$ cat src/rtl/assert_macros.svh
// Assertion macros used by the back end of the day-time token converter.
`ifndef ASSERT_MACROS_SVH
`define ASSERT_MACROS_SVH

// The antecedent implies the consequent in the same cycle.
`define ASSERT_SAME(label, ante, cons, msg) \
	label: assert property (@(posedge clk) disable iff (!arst_n) (ante) |-> (cons)) \
		else $error(msg);

// The antecedent implies the consequent in the next cycle.
`define ASSERT_NEXT(label, ante, cons, msg) \
	label: assert property (@(posedge clk) disable iff (!arst_n) (ante) |=> (cons)) \
		else $error(msg);

`endif

$ cat src/rtl/dtts_pkg.sv
// Package with the shared types and constants of the day-time token converter.
package dtts_pkg;

	localparam int unsigned CHAR_W = 8;
	localparam int unsigned POS_W = 4;
	localparam int unsigned DAY_W = 10;
	localparam int unsigned FIELD_W = 7;
	localparam int unsigned SECONDS_W = 25;
	localparam int unsigned ACC_W = 20;

	localparam logic [POS_W-1:0] POS_HYPHEN = 4'd3;
	localparam logic [POS_W-1:0] POS_HOUR = 4'd4;
	localparam logic [POS_W-1:0] POS_MINUTE = 4'd6;
	localparam logic [POS_W-1:0] POS_SECOND = 4'd8;
	localparam logic [POS_W-1:0] POS_LAST = 4'd9;
	localparam logic [POS_W-1:0] POS_TOKEN_LEN = 4'd10;
	localparam logic [POS_W-1:0] POS_MAX = 4'd15;

	localparam logic [CHAR_W-1:0] CHAR_HYPHEN = 8'h2d;
	localparam logic [CHAR_W-1:0] CHAR_ZERO = 8'h30;
	localparam logic [CHAR_W-1:0] CHAR_NINE = 8'h39;

	localparam logic [DAY_W-1:0] DAY_MAX = 10'd366;
	localparam logic [FIELD_W-1:0] HOUR_MAX = 7'd23;
	localparam logic [FIELD_W-1:0] MINUTE_MAX = 7'd59;
	localparam logic [FIELD_W-1:0] SECOND_MAX = 7'd59;
	localparam logic [SECONDS_W-1:0] SECONDS_MAX = 25'd31622399;

	localparam int unsigned QUEUE_DEPTH = 2;
	localparam int unsigned QUEUE_AW = 1;
	localparam int unsigned QUEUE_CW = 2;

	typedef struct packed {
		logic ok;
		logic [DAY_W-1:0] day;
		logic [FIELD_W-1:0] hour;
		logic [FIELD_W-1:0] minute;
		logic [FIELD_W-1:0] second;
	} job_t;

endpackage

$ cat src/rtl/dtts_front.sv
// Front end: checks the form of each token and collects its day and time fields.
module dtts_front (
	input  logic clk,
	input  logic arst_n,
	input  logic push,
	input  logic [dtts_pkg::CHAR_W-1:0] char_code,
	input  logic token_end,
	input  logic queue_full,
	output logic job_push,
	output dtts_pkg::job_t job
);

	logic [dtts_pkg::POS_W-1:0] pos_q;
	logic form_ok_q;
	logic [dtts_pkg::DAY_W-1:0] day_q;
	logic [dtts_pkg::FIELD_W-1:0] hour_q;
	logic [dtts_pkg::FIELD_W-1:0] minute_q;
	logic [dtts_pkg::FIELD_W-1:0] second_q;

	logic accept;
	logic digit;
	logic [3:0] digit_val;
	logic form_nx;
	logic [dtts_pkg::POS_W-1:0] pos_nx;
	logic [dtts_pkg::DAY_W-1:0] day_nx;
	logic [dtts_pkg::FIELD_W-1:0] hour_nx;
	logic [dtts_pkg::FIELD_W-1:0] minute_nx;
	logic [dtts_pkg::FIELD_W-1:0] second_nx;

	assign accept = push && !queue_full;
	assign digit = (char_code >= dtts_pkg::CHAR_ZERO) && (char_code <= dtts_pkg::CHAR_NINE);
	assign digit_val = digit ? char_code[3:0] : 4'd0;

	always_comb begin
		form_nx = form_ok_q;
		day_nx = day_q;
		hour_nx = hour_q;
		minute_nx = minute_q;
		second_nx = second_q;
		if (pos_q >= dtts_pkg::POS_TOKEN_LEN) begin
			form_nx = 1'b0;
		end else if (pos_q == dtts_pkg::POS_HYPHEN) begin
			if (char_code != dtts_pkg::CHAR_HYPHEN) begin
				form_nx = 1'b0;
			end
		end else if (!digit) begin
			form_nx = 1'b0;
		end else if (pos_q < dtts_pkg::POS_HYPHEN) begin
			day_nx = day_q * 10'd10 + {6'd0, digit_val};
		end else if (pos_q < dtts_pkg::POS_MINUTE) begin
			hour_nx = hour_q * 7'd10 + {3'd0, digit_val};
		end else if (pos_q < dtts_pkg::POS_SECOND) begin
			minute_nx = minute_q * 7'd10 + {3'd0, digit_val};
		end else begin
			second_nx = second_q * 7'd10 + {3'd0, digit_val};
		end
		pos_nx = (pos_q == dtts_pkg::POS_MAX) ? pos_q : pos_q + 4'd1;
	end

	always_comb begin
		job.ok = form_nx && (pos_q == dtts_pkg::POS_LAST)
			&& (day_nx != '0) && (day_nx <= dtts_pkg::DAY_MAX)
			&& (hour_nx <= dtts_pkg::HOUR_MAX)
			&& (minute_nx <= dtts_pkg::MINUTE_MAX)
			&& (second_nx <= dtts_pkg::SECOND_MAX);
		job.day = day_nx;
		job.hour = hour_nx;
		job.minute = minute_nx;
		job.second = second_nx;
	end

	assign job_push = accept && token_end;

	always_ff @(posedge clk or negedge arst_n) begin
		if (!arst_n) begin
			pos_q <= '0;
			form_ok_q <= 1'b1;
			day_q <= '0;
			hour_q <= '0;
			minute_q <= '0;
			second_q <= '0;
		end else if (accept) begin
			if (token_end) begin
				pos_q <= '0;
				form_ok_q <= 1'b1;
				day_q <= '0;
				hour_q <= '0;
				minute_q <= '0;
				second_q <= '0;
			end else begin
				pos_q <= pos_nx;
				form_ok_q <= form_nx;
				day_q <= day_nx;
				hour_q <= hour_nx;
				minute_q <= minute_nx;
				second_q <= second_nx;
			end
		end
	end

endmodule

$ cat src/rtl/dtts_queue.sv
// Two-entry queue of finished tokens between the front end and the back end.
module dtts_queue (
	input  logic clk,
	input  logic arst_n,
	input  logic wr_en,
	input  dtts_pkg::job_t wr_job,
	input  logic rd_en,
	output logic full,
	output logic empty,
	output dtts_pkg::job_t rd_job
);

	dtts_pkg::job_t slot_q [dtts_pkg::QUEUE_DEPTH];
	logic [dtts_pkg::QUEUE_AW-1:0] wr_ptr_q;
	logic [dtts_pkg::QUEUE_AW-1:0] rd_ptr_q;
	logic [dtts_pkg::QUEUE_CW-1:0] count_q;
	logic do_wr;
	logic do_rd;

	assign full = (count_q == dtts_pkg::QUEUE_CW'(dtts_pkg::QUEUE_DEPTH));
	assign empty = (count_q == '0);
	assign do_wr = wr_en && !full;
	assign do_rd = rd_en && !empty;
	assign rd_job = slot_q[rd_ptr_q];

	always_ff @(posedge clk) begin
		if (do_wr) begin
			slot_q[wr_ptr_q] <= wr_job;
		end
	end

	always_ff @(posedge clk or negedge arst_n) begin
		if (!arst_n) begin
			wr_ptr_q <= '0;
			rd_ptr_q <= '0;
			count_q <= '0;
		end else begin
			if (do_wr) begin
				wr_ptr_q <= wr_ptr_q + 1'b1;
			end
			if (do_rd) begin
				rd_ptr_q <= rd_ptr_q + 1'b1;
			end
			if (do_wr && !do_rd) begin
				count_q <= count_q + 1'b1;
			end else if (do_rd && !do_wr) begin
				count_q <= count_q - 1'b1;
			end
		end
	end

endmodule

$ cat src/rtl/dtts_back.sv
// Back end: turns the fields of one token into seconds and holds the request for the consumer.
`include "assert_macros.svh"

module dtts_back (
	input  logic clk,
	input  logic arst_n,
	input  logic queue_empty,
	input  dtts_pkg::job_t job,
	output logic queue_pop,
	input  logic pop,
	output logic empty,
	output logic is_time,
	output logic [dtts_pkg::SECONDS_W-1:0] seconds
);

	typedef enum logic [1:0] {
		ST_IDLE,
		ST_MINUTE,
		ST_SECOND
	} state_t;

	state_t state_q;
	logic [dtts_pkg::ACC_W-1:0] acc_q;
	logic [dtts_pkg::FIELD_W-1:0] minute_q;
	logic [dtts_pkg::FIELD_W-1:0] second_q;
	logic ok_q;
	logic out_valid_q;
	logic out_ok_q;
	logic [dtts_pkg::SECONDS_W-1:0] out_sec_q;

	logic out_free;
	logic [dtts_pkg::ACC_W-1:0] hours_nx;
	logic [dtts_pkg::ACC_W-1:0] minutes_nx;
	logic [dtts_pkg::SECONDS_W-1:0] seconds_nx;

	assign out_free = !out_valid_q || pop;
	assign queue_pop = (state_q == ST_IDLE) && !queue_empty;

	assign hours_nx = ({10'd0, job.day} - 20'd1) * 20'd24 + {13'd0, job.hour};
	assign minutes_nx = acc_q * 20'd60 + {13'd0, minute_q};
	assign seconds_nx = {5'd0, acc_q} * 25'd60 + {18'd0, second_q};

	always_ff @(posedge clk or negedge arst_n) begin
		if (!arst_n) begin
			state_q <= ST_IDLE;
			out_valid_q <= 1'b0;
			out_ok_q <= 1'b0;
			out_sec_q <= '0;
			acc_q <= '0;
			minute_q <= '0;
			second_q <= '0;
			ok_q <= 1'b0;
		end else begin
			if ((state_q == ST_SECOND) && out_free) begin
				out_valid_q <= 1'b1;
			end else if (pop) begin
				out_valid_q <= 1'b0;
			end
			case (state_q)
				ST_IDLE: begin
					if (!queue_empty) begin
						ok_q <= job.ok;
						acc_q <= job.ok ? hours_nx : '0;
						minute_q <= job.ok ? job.minute : '0;
						second_q <= job.ok ? job.second : '0;
						state_q <= ST_MINUTE;
					end
				end
				ST_MINUTE: begin
					acc_q <= minutes_nx;
					state_q <= ST_SECOND;
				end
				ST_SECOND: begin
					if (out_free) begin
						out_ok_q <= ok_q;
						out_sec_q <= seconds_nx;
						state_q <= ST_IDLE;
					end
				end
				default: begin
					state_q <= ST_IDLE;
				end
			endcase
		end
	end

	assign empty = !out_valid_q;
	assign is_time = out_ok_q;
	assign seconds = out_sec_q;

	`ASSERT_SAME(a_invalid_zero, out_valid_q && !out_ok_q, out_sec_q == '0, "invalid token with nonzero seconds")
	`ASSERT_SAME(a_sec_range, out_valid_q, out_sec_q <= dtts_pkg::SECONDS_MAX, "seconds out of range")
	`ASSERT_NEXT(a_wait_out, (state_q == ST_SECOND) && out_valid_q && !pop, state_q == ST_SECOND, "conversion left while output held")
	`ASSERT_NEXT(a_load, queue_pop, state_q == ST_MINUTE, "load did not start conversion")

endmodule

$ cat src/rtl/day_time_token_to_seconds.sv
// Top level of the day-time token converter: front end, queue and back end.
// Characters of a token are taken one per cycle while full is low. On the last
// character of each token one request appears on the result side: is_time tells
// whether the token had the form ddd-hhmmss with day 1-366, hour 0-23 and minutes
// and seconds 0-59, and seconds holds the seconds since the start of the year, or
// zero for an invalid token. After the last character is taken, the token passes
// through the queue and the back end's multiply-add states ST_IDLE, ST_MINUTE and
// ST_SECOND, and the result shows when the result side is free. The back end takes
// a new token from the queue only when it has finished the last one; the two-entry
// queue in front of it absorbs short tokens, and full rises only when the queue
// holds two finished tokens that the back end has not yet started.
module day_time_token_to_seconds (
	input  logic clk,
	input  logic arst_n,
	input  logic push,
	output logic full,
	input  logic [7:0] char_code,
	input  logic token_end,
	output logic empty,
	input  logic pop,
	output logic is_time,
	output logic [24:0] seconds
);

	logic job_push;
	logic queue_full;
	logic queue_empty;
	logic queue_pop;
	dtts_pkg::job_t front_job;
	dtts_pkg::job_t head_job;

	assign full = queue_full;

	dtts_front u_front (
		.clk        (clk),
		.arst_n     (arst_n),
		.push       (push),
		.char_code  (char_code),
		.token_end  (token_end),
		.queue_full (queue_full),
		.job_push   (job_push),
		.job        (front_job)
	);

	dtts_queue u_queue (
		.clk    (clk),
		.arst_n (arst_n),
		.wr_en  (job_push),
		.wr_job (front_job),
		.rd_en  (queue_pop),
		.full   (queue_full),
		.empty  (queue_empty),
		.rd_job (head_job)
	);

	dtts_back u_back (
		.clk         (clk),
		.arst_n      (arst_n),
		.queue_empty (queue_empty),
		.job         (head_job),
		.queue_pop   (queue_pop),
		.pop         (pop),
		.empty       (empty),
		.is_time     (is_time),
		.seconds     (seconds)
	);

endmodule
$ cat config.mk
export PLATFORM = sky130hd
export DESIGN_NAME = day_time_token_to_seconds
export DESIGN_NICKNAME = d
export VERILOG_FILES = /design/src/rtl/dtts_pkg.sv /design/src/rtl/dtts_front.sv /design/src/rtl/dtts_queue.sv /design/src/rtl/dtts_back.sv /design/src/rtl/day_time_token_to_seconds.sv
export VERILOG_INCLUDE_DIRS = /design/src /design/src/rtl
export SDC_FILE = /design/constraint.sdc
export NUM_CORES = 1
export LEC_CHECK = 0
export ABC_AREA = 1
export BUFFER_PORTS_ARGS = -buffer_cell sky130_fd_sc_hd__buf_2
export CORE_ASPECT_RATIO = 0.8
export CORE_MARGIN = 5
export CORE_UTILIZATION = 58
export CTS_CLUSTER_DIAMETER = 30
export DETAILED_ROUTE_END_ITERATION = 6
export PLACE_DENSITY = 0.9
export SKIP_LAST_GASP = 1
export SLEW_MARGIN = 10
export SYNTH_ARGS = -nofsm -noshare
export SYNTH_HDL_FRONTEND = slang
export SYNTH_SLANG_ARGS = --single-unit
$ cat constraint.sdc
create_clock -name clk -period 3.55 [get_ports clk]
set_input_delay 0.1775 -clock clk [delete_from_list [all_inputs] [get_ports clk]]
set_output_delay 0.1775 -clock clk [all_outputs]
set_load 0.01 [all_outputs]
==> results of run 1 <==
-- per-stage QoR --
stage,hold slack (ns),cell area (µm²),cells,TNS [ns]
after floorplan,-0.1181,12580,1593,0
after global placement,0.4352,13910,2002,-0.4445
after detailed placement,0.4421,13910,2002,-2.770
after CTS,0.1057,15030,2054,-1.654
after global routing,0.1111,15980,2084,-14.69
final,0.1120,15980,2084,-11.60
-- sequential cells by signal, indices dropped and copies added (netlist names) --
signal,count
u_back.seconds,25
u_back.is_time,1
u_queue.rd_ptr_q,1
u_queue.wr_ptr_q,1
u_back.second_q,7
u_back.ok_q,1
u_front.form_ok_q,1
u_back.out_valid_q,1
u_front.second_q,7
u_front.minute_q,7
u_front.day_q,10
u_back.acc_q,20
u_queue.count_q,2
u_front.hour_q,7
u_front.pos_q,4
u_back.state_q,2
u_back.minute_q,7
u_queue.slot_q,64
-- routing by layer --
metal	up-vias	global-route usage (%)	share of wire, %
met2	1289	49.85	45
met4	0	13.04	8.8
met1	6224	38.64	33
met3	507	7.059	13
met5	-	0	0
li1	5577	-	-
-- final timing paths --
check | endpoint | cells past startpoint | from
setup / recovery | u_back.seconds[24] | 23 | u_back.acc_q[2]
setup reg to reg | u_back.seconds[24] | 23 | u_back.acc_q[2]
hold / removal | u_front.form_ok_q | 4 | char_code[4]
max in group asynchronous | u_back.seconds[2] | 3 | arst_n
hold reg to reg | u_front.form_ok_q | 2 | u_front.form_ok_q
min in group asynchronous | u_back.minute_q[5] | 2 | arst_n
-- cells by family after synthesis --
family          Yosys count  share of synthesized area, %
xor+xnor                 52                         3.929
compound gates          191                         8.667
buf+inv                 276                         8.357
flops                   168                         36.07
simple gates            754                         25.52
fa+ha+maj               132                         15.86
mux                      20                         1.596
-- worst max-delay path, delay by kind of cell, from the launching register on --
kind                       cells  cell delay (ns)
xor gates and xnor gates       1             0.21
adders and majority gates      3             1.35
buffers and inverters          6             0.64
DFF                            1             0.44
and+or+nand+nor               13             1.41
-- layout make-up --
class / instances / area [µm²]
Multi-Input combinational cell: 1149 / 8025
Fill cell: 1204 / 5463
Sequential cell: 168 / 4539
Timing Repair Buffer: 208 / 1514
Inverter: 252 / 955.9
Clock buffer: 18 / 439.2
Tap cell: 275 / 344.1
Clock inverter: 14 / 160.2
-- layout by cell type (no fill, tap or decap), drive strengths merged, types with 20 or more instances in the layout --
cell and instances:
mux2i 20, a21oi 55, inv 254, edfxtp 64, nor2 122, o21ai 78
xor2 34, dfrtp 103, fa 45, ha 87, nand2 461, nand3 115
nand4 31, buf 206
-- timing repair --
| action | in CTS | in global routing |
|---|---|---|
| endpoints found under the hold margin | 80 | 0 |
| buffers inserted | 18 | 32 |
| hold buffers | 2 | 0 |
| endpoints found under the setup margin | 26 | 30 |
| resized for setup | 92 | 172 |
| pin swaps | 33 | 82 |
==> impl_metrics.json, run 1 <==
{
  "tightest_slew_ns": 1.177,
  "clkSinkCount": 168,
  "grt_pass1_vias": 12130,
  "clkLatencyLatePin_ns": 0.49,
  "htree_levels": 4,
  "setup_viol": 30,
  "final_nets": 1941,
  "wl_per_cell_um": 22.97,
  "netlist.area_leader.share_pct": 20.54,
  "slew_headroom_pct": 21.57,
  "fmax_mhz": 241.2,
  "dieArea_um2": 24690,
  "final_core_util_pct": 74.52,
  "syn_area_per_cell_um2": 7.876,
  "drive_above_1_share_pct": 25.59,
  "worst_ep_required_time_ns": 3.96,
  "io_pins": 41,
  "slowest_stage": "fa_1",
  "path_clk_slew_ns": 0.11,
  "syn_nets": 1738,
  "cap_violations": 0,
  "placementRows": 48,
  "antenna_cells": 0,
  "grt_start_max_net_pins": 82,
  "gp_congestion": 0.9422,
  "grt_remaining_overflow": 0,
  "ys_ff_latch": 168,
  "synthToLayoutAreaGrowth_pct": 27.36,
  "critical_path_class": "reg -> reg",
  "synth_edf_count": 64,
  "synth.area.top_cells": "dfrtp_1 21%, edfxtp_1 15%, nand2_1 14%",
  "drt-pass1-iter-count": 7,
  "initial_core_util_pct": 58.51,
  "fp.dieW_um": 174.4,
  "first_iter_violations": 2486,
  "io_buffers": 40,
  "yosys_warnings": 0,
  "route.detailed.drc": 239,
  "fin_crit_ns": 4.145,
  "start_kind": "flop",
  "clockBufferDepth": 2,
  "outcome": "finished with violations",
  "grt_usage_pct": 30.25,
  "final_hold_viol_count": 0,
  "crit_path_end_kind": "flop",
  "cpPeakStageDelay_ns": 0.54,
  "drv_slew": 0,
  "routed_wl_um": 47870,
  "yosysMostFrequentCell": "nand2_1",
  "yosys-top-cells-count": "454 x nand2_1, 236 x inv_1, 114 x nand3_1",
  "worstPathCellList": "buf_6, fa_1, fa_1, ha_4, nand2_2, nand2_2, inv_2, nand2_4, nand2_2, nand2_2, xor2_2, buf_4, inv_2, nor2_4, nand2_1, nor2_1, buf_4, inv_2, nor2_1, nand3_1, nand2_1, nand2_1, nand2_1",
  "route.vias.total": 13600,
  "core_um2": 21440,
  "die_height_um": 141.5,
  "place_worst_setup_slack_ns": -0.2492,
  "ys.flop_type": "dfrtp_1",
  "skew_ns": 0.03612,
  "synthArstFlopShare_pct": 61.90,
  "synth_cells": 1593,
  "critPathArrivalTime_ns": 4.55,
  "hpwl_um": 24440,
  "ctsRootBufferMaster": "clkbuf_16",
  "antenna_left": 0,
  "synth_top_area_cell": "dfrtp_1",
  "rsz0062_at_grt": "true",
  "synthDistinctLibCells": 51,
  "cts_tree": "yes",
  "grt_pass1_wl_um": 60380,
  "antenna_found_initial": 0,
  "fin_ws_ns": -0.5953,
  "cp_max_fo": 4,
  "violations": "design-rule violations, negative setup slack",
  "period_share_pct": 116.8,
  "numCtsBuffers": 17,
  "worstHoldPathType": "in -> reg",
  "netlist_area_um2": 12550,
  "yosysSeqAreaShare_pct": 36.07,
  "vias_per_cell": 6.524,
  "ff2ff_setup_slack_ns": -0.60
}
Power of run 1 is left out: the tool's default activity adds up to more than one toggle a clock period on the data nets, which glitch-free logic cannot reach.
==> inputs of run 2 (changes only) <==
ABC_AREA = unset   (was 1)
CORE_UTILIZATION = 57   (was 58)
PLACE_DENSITY = 0.89   (was 0.9)
==> run 2 against run 1 <==
The run ends with negative setup slack left; routed wire length down 22%; clock-buffer cell count unchanged; area after synthesis down 5.7%; maximum frequency down 10%; synthesized cell count down 29%; sequential cell count unchanged; global-route usage down 2.5 points; setup slack worse by 0.46 ns; sequential share of layout area up 1.6 points; clock skew down 0.019 ns.
==> impl_metrics.json, run 2 <==
{
  "outcome": "finished with violations",
  "violations": "negative setup slack",
  "synth_cells": 1129,
  "antenna_cells": 0,
  "final_hold_viol_count": 0,
  "clkSinkCount": 168,
  "io_pins": 41,
  "largest_reg_flops": 64,
  "critPathArrivalTime_ns": 4.98,
  "ctsRootBufferMaster": "clkbuf_16",
  "largest_register": "u_queue.slot_q",
  "synthDistinctLibCells": 88,
  "initial_core_util_pct": 57.49,
  "rsz0062_at_grt": "true",
  "syn_nets": 1274,
  "worstHoldPathType": "in -> reg",
  "drv_slew": 0,
  "clkLatencyLatePin_ns": 0.45,
  "tightest_slew_ns": 0.9326,
  "htree_levels": 4,
  "synth_top_area_cell": "dfrtp_1",
  "wl_per_cell_um": 23.01,
  "clockBufferDepth": 2,
  "drive_above_1_share_pct": 31.27,
  "yosys-top-cells-count": "106 x nand2_1, 103 x dfrtp_1, 87 x ha_1",
  "fp.dieW_um": 171.1,
  "setup_viol": 31,
  "route.detailed.drc": 0,
  "grt_start_max_net_pins": 40,
  "skew_ns": 0.01712,
  "first_iter_violations": 1405,
  "grt_remaining_overflow": 0,
  "die_height_um": 138.9,
  "grt_pass1_vias": 10180,
  "min_from": "token_end",
  "layout_common_cells": "180 x buf_4, 102 x nand2_1, 96 x dfrtp_1, 77 x ha_1, 64 x edfxtp_1",
  "core_um2": 20580,
  "dieArea_um2": 23760,
  "hpwl_um": 21430,
  "syn_area_per_cell_um2": 10.48,
  "crit_start": "u_back.acc_q[1]",
  "yosysSeqAreaShare_pct": 38.25,
  "antenna_found_initial": 1,
  "cap_violations": 0,
  "placementRows": 47,
  "period_share_pct": 129.7,
  "io_buffers": 40,
  "gp_congestion": 0.9411,
  "ys.flop_type": "dfrtp_1",
  "routed_wl_um": 37470,
  "vias_per_cell": 6.411,
  "synth.area.top_cells": "dfrtp_1 22%, edfxtp_1 16%, ha_1 9.2%",
  "start_kind": "flop",
  "netlist.area_leader.share_pct": 21.78,
  "ff2ff_setup_slack_ns": -1.05,
  "slew_headroom_pct": 37.60,
  "cp_max_fo": 5,
  "synthArstFlopShare_pct": 61.90,
  "antenna_left": 0,
  "grt_pass1_wl_um": 52700,
  "grt_usage_pct": 27.77,
  "drt-pass1-iter-count": 6,
  "fill_cells": 1206,
  "final_nets": 1491,
  "r2r-start": "u_back.acc_q[1]",
  "path_clk_slew_ns": 0.08,
  "numCtsBuffers": 17,
  "worst_ep_required_time_ns": 3.92,
  "ys_ff_latch": 168,
  "yosys_warnings": 0,
  "route.vias.total": 10440,
  "netlist_area_um2": 11830,
  "fin_crit_ns": 4.605,
  "fin_ws_ns": -1.055,
  "place_worst_setup_slack_ns": -0.5749,
  "fmax_mhz": 217.2,
  "synthToLayoutAreaGrowth_pct": 27.77,
  "yosysMostFrequentCell": "nand2_1",
  "cts_tree": "yes",
  "synth_edf_count": 64,
  "critical_path_class": "reg -> reg",
  "final_common_cell": "buf_4",
  "crit_path_end_kind": "flop"
}
==> run 2: cell types whose count changed after synthesis, moves of 16 or more <==
cell / delta
inv_1: -179
nand4_1: -25
clkbuf_1: +18
a21o_1: +22
nor2_1: -55
nand2_1: -348
a22o_1: +16
mux2_2: +16
mux2i_1: +17
xnor2_1: +58
nand3_1: -97
==> run 2: worst paths after layout <==
path,depth (start not counted),end
max,14,u_back.seconds[24]
max reg2reg,14,u_back.seconds[24]
min,4,u_front.pos_q[3]
max in group asynchronous,3,u_front.day_q[5]
min reg2reg,2,u_back.seconds[0]
min in group asynchronous,2,u_back.second_q[6]
==> run 2: logic make-up (layout without fill, tap and decap cells) <==
logic type	count (synthesis)	count (layout)	share of synthesized area [%]
and+or+nand+nor	290	290	12.69
adders and majority gates	132	132	16.81
xor gates and xnor gates	113	113	8.851
DFF	168	168	38.25
muxes	54	54	4.780
AOI/OAI and AO/OA	274	274	15.47
buffers and inverters	98	328	3.151
==> run 2: critical path: stages, from the launching register on <==
cell      delay, ns
dfrtp_2        0.45
fa_1           0.62
inv_2          0.06
fa_2           0.58
inv_2          0.05
ha_4           0.25
a211oi_4       0.46
o211ai_4       0.18
a211oi_1       0.35
a211oi_1       0.13
a211o_1        0.31
or3_4          0.37
nor4_4         0.33
nand4b_1       0.18
a31oi_1        0.22
==> run 2: metrics by stage <==
step           instances  setup TNS (ns)  area [µm²]  hold WS, ns  utilization (%)
2_1_floorplan       1129          -2.961       11960      -0.1181                -
3_3_place_gp        1566          -5.479       13580       0.1450            65.96
3_5_place_dp        1566          -9.002       13580       0.1495            65.96
4_1_cts             1614          -7.263       14540      0.06394            70.66
5_1_grt             1628          -25.57       15120       0.1430            73.45
6_report            1628          -21.20       15120       0.1398            73.45
==> run 2: cell type report <==
cell class | instances | area (µm²) | area share [%]
timing repair buffer | 236 | 1740 | 11.51
clock inverter | 14 | 172.7 | 1.142
clock buffer | 18 | 429.2 | 2.839
multi-input combinational | 863 | 7680 | 50.80
sequential | 168 | 4534 | 29.99
tap | 269 | 336.6 | 2.226
inverter | 60 | 225.2 | 1.490
==> run 2: repair_timing <==
item,in CTS,in global routing
endpoints found under the setup margin,25,34
hold buffers,1,0
hold endpoints to repair,31,0
gates resized for setup,49,95
setup buffers,16,14
pin swaps,24,44
==> run 2: metal layers <==
layer,vias up,track usage [%],wire length [µm]
met5,-,0,13
met4,2,12.51,2213
met3,195,6.184,3420
met2,697,44.62,17900
met1,5050,36.07,13930
li1,4493,-,-
Power of run 2 is left out for the same reason.
==> inputs of run 3 (changes only) <==
RECOVER_POWER = 25   (was unset)
TNS_END_PERCENT = 10   (was unset)
==> run 3 against run 2 <==
The flow finishes with violations (max-capacitance violations, max-slew violations, negative setup slack); cell area down 3.1%; sequential cell count stayed put; cell count fell by 0.18%; largest cell class unchanged.
==> impl_metrics.json, run 3 (same netlist as run 2, synthesis figures left out) <==
{
  "outcome": "finished with violations",
  "violations": "max-capacitance violations, max-slew violations, negative setup slack",
  "antenna_cells": 0,
  "synthToLayoutAreaGrowth_pct": 23.75,
  "path_clk_slew_ns": 0.09,
  "gp_congestion": 0.9470,
  "min_from": "pop",
  "clkSinkCount": 168,
  "grt_pass1_wl_um": 53400,
  "grt_use_met1_pct": 35.40,
  "cp_max_fo": 8,
  "cpPeakStageDelay_ns": 0.69,
  "final_common_cell": "buf_4",
  "min_to": "u_back.out_valid_q",
  "clockBufferDepth": 2,
  "ff2ff_setup_slack_ns": -0.83,
  "grt_pass1_vias": 10310,
  "tightest_slew_ns": 1.952,
  "largest_register": "u_queue.slot_q",
  "slowest_stage": "fa_1",
  "grt_usage_pct": 28.37,
  "r2r-start": "u_back.acc_q[4]",
  "initial_core_util_pct": 57.49,
  "dieArea_um2": 23760,
  "fin_ws_ns": -0.8295,
  "numCtsBuffers": 17,
  "met3_usage_pct": 6.184,
  "first_iter_violations": 1185,
  "io_pins": 41,
  "grt_start_max_net_pins": 73,
  "ctsRootBufferMaster": "clkbuf_16",
  "grt_use_met2_pct": 47.63,
  "start_kind": "flop",
  "drv_slew": 73,
  "routed_wl_um": 35710,
  "rsz0062_at_grt": "true",
  "route.detailed.drc": 0,
  "min_path_cells": 3,
  "core_um2": 20580,
  "final_hold_viol_count": 0,
  "wl_per_cell_um": 21.97,
  "worstPathCellList": "buf_4, fa_1, fa_1, ha_4, a21oi_2, a21oi_2, buf_4, a21oi_2, xnor2_2, nand3b_1, buf_6, nor4_4, buf_4, nand3_1, a21oi_1, a211o_1",
  "fp.dieW_um": 171.1,
  "place_worst_setup_slack_ns": -0.5936,
  "cap_violations": 1,
  "period_share_pct": 123.4,
  "vias_per_cell": 6.375,
  "antenna_left": 0,
  "fin_crit_ns": 4.379,
  "critical_path_class": "reg -> reg",
  "crit_start": "u_back.acc_q[4]",
  "critPathArrivalTime_ns": 4.76,
  "drive_above_1_share_pct": 25.22,
  "fmax_mhz": 228.3,
  "finalSetupTns_ns": -17.40,
  "slew_headroom_pct": -30.16,
  "clkLatencyLatePin_ns": 0.45,
  "die_height_um": 138.9,
  "setup_viol": 32,
  "largest_reg_flops": 64,
  "crit_path_end_kind": "flop",
  "timing.rr.end": "u_back.acc_q[17]",
  "layout_common_cells": "187 x buf_4, 105 x nand2_1, 95 x dfrtp_1, 77 x ha_1",
  "worst_ep_required_time_ns": 3.93,
  "top_usage_layer": "met2",
  "placementRows": 47,
  "io_buffers": 40,
  "htree_levels": 4,
  "worstHoldPathType": "in -> reg",
  "skew_ns": 0.01527,
  "antenna_found_initial": 0,
  "reg2reg_depth": 16,
  "route.vias.total": 10360,
  "grt_remaining_overflow": 0,
  "final_nets": 1488,
  "hpwl_um": 22200,
  "cts_tree": "yes",
  "drt-pass1-iter-count": 7
}
run 3: cell count changes in the layout (fill, tap and decap cells not counted), moves of 5 or more:
cell / delta
xnor2_2: -9
o21ai_0: +13
o21ai_1: -12
clkbuf_1: +27
xor2_1: +7
a21oi_1: +10
nor2_1: +6
buf_6: -10
xor2_2: -5
a21oi_2: -8
buf_4: +7
xnor2_1: +13
buf_2: -27
run 3: critical path, delay by kind of cell (launching register included):
family          cells  cell delay (ns)
simple gates        3             0.53
fa+ha+maj           3             1.39
buf+inv             4             0.68
compound gates      5             1.08
flops               1             0.46
xor+xnor            1             0.15
run 3: worst max path at each step:
stage,to,depth (start not counted)
finish,u_back.acc_q[17],16
global route,u_back.seconds[24],15
CTS,u_back.acc_q[18],14
detailed placement,u_back.seconds[24],13
global placement,u_back.seconds[24],13
floorplan,u_back.seconds[24],13
run 3: through the flow:
stage / instances / utilization [%] / cell area, µm² / hold slack, ns
global placement: 1571 / 65.90 / 13560 / 0.3755
finish: 1625 / 71.14 / 14640 / 0.09330
detailed placement: 1571 / 65.90 / 13560 / 0.3882
floorplan: 1129 / - / 11900 / -0.1181
global route: 1625 / 71.14 / 14640 / 0.1005
CTS: 1615 / 69.98 / 14400 / 0.08271
run 3: final cells by class:
class                      instances  area [µm²]
sequential                       168        4536
multi-input combinational        863        7295
clock inverter                    14       185.2
fill                            1334        5939
clock buffer                      18       429.2
tap                              269       336.6
timing repair buffer             233        1637
inverter                          60       225.2
run 3: metal layers:
layer,vias up,part of all wire [%]
met5,-,0
met4,0,5.5
met3,191,9.8
met2,690,48
met1,4999,37
li1,4479,-
run 3: repair_timing:
| action | CTS | global route |
|---|---|---|
| hold buffers | 1 | 0 |
| setup endpoints to repair | 30 | 34 |
| buffers inserted | 12 | 10 |
| gates resized for setup | 27 | 36 |
| endpoints found under the hold margin | 70 | 0 |
| pin swaps | 32 | 31 |
Power of run 3 is left out for the same reason.
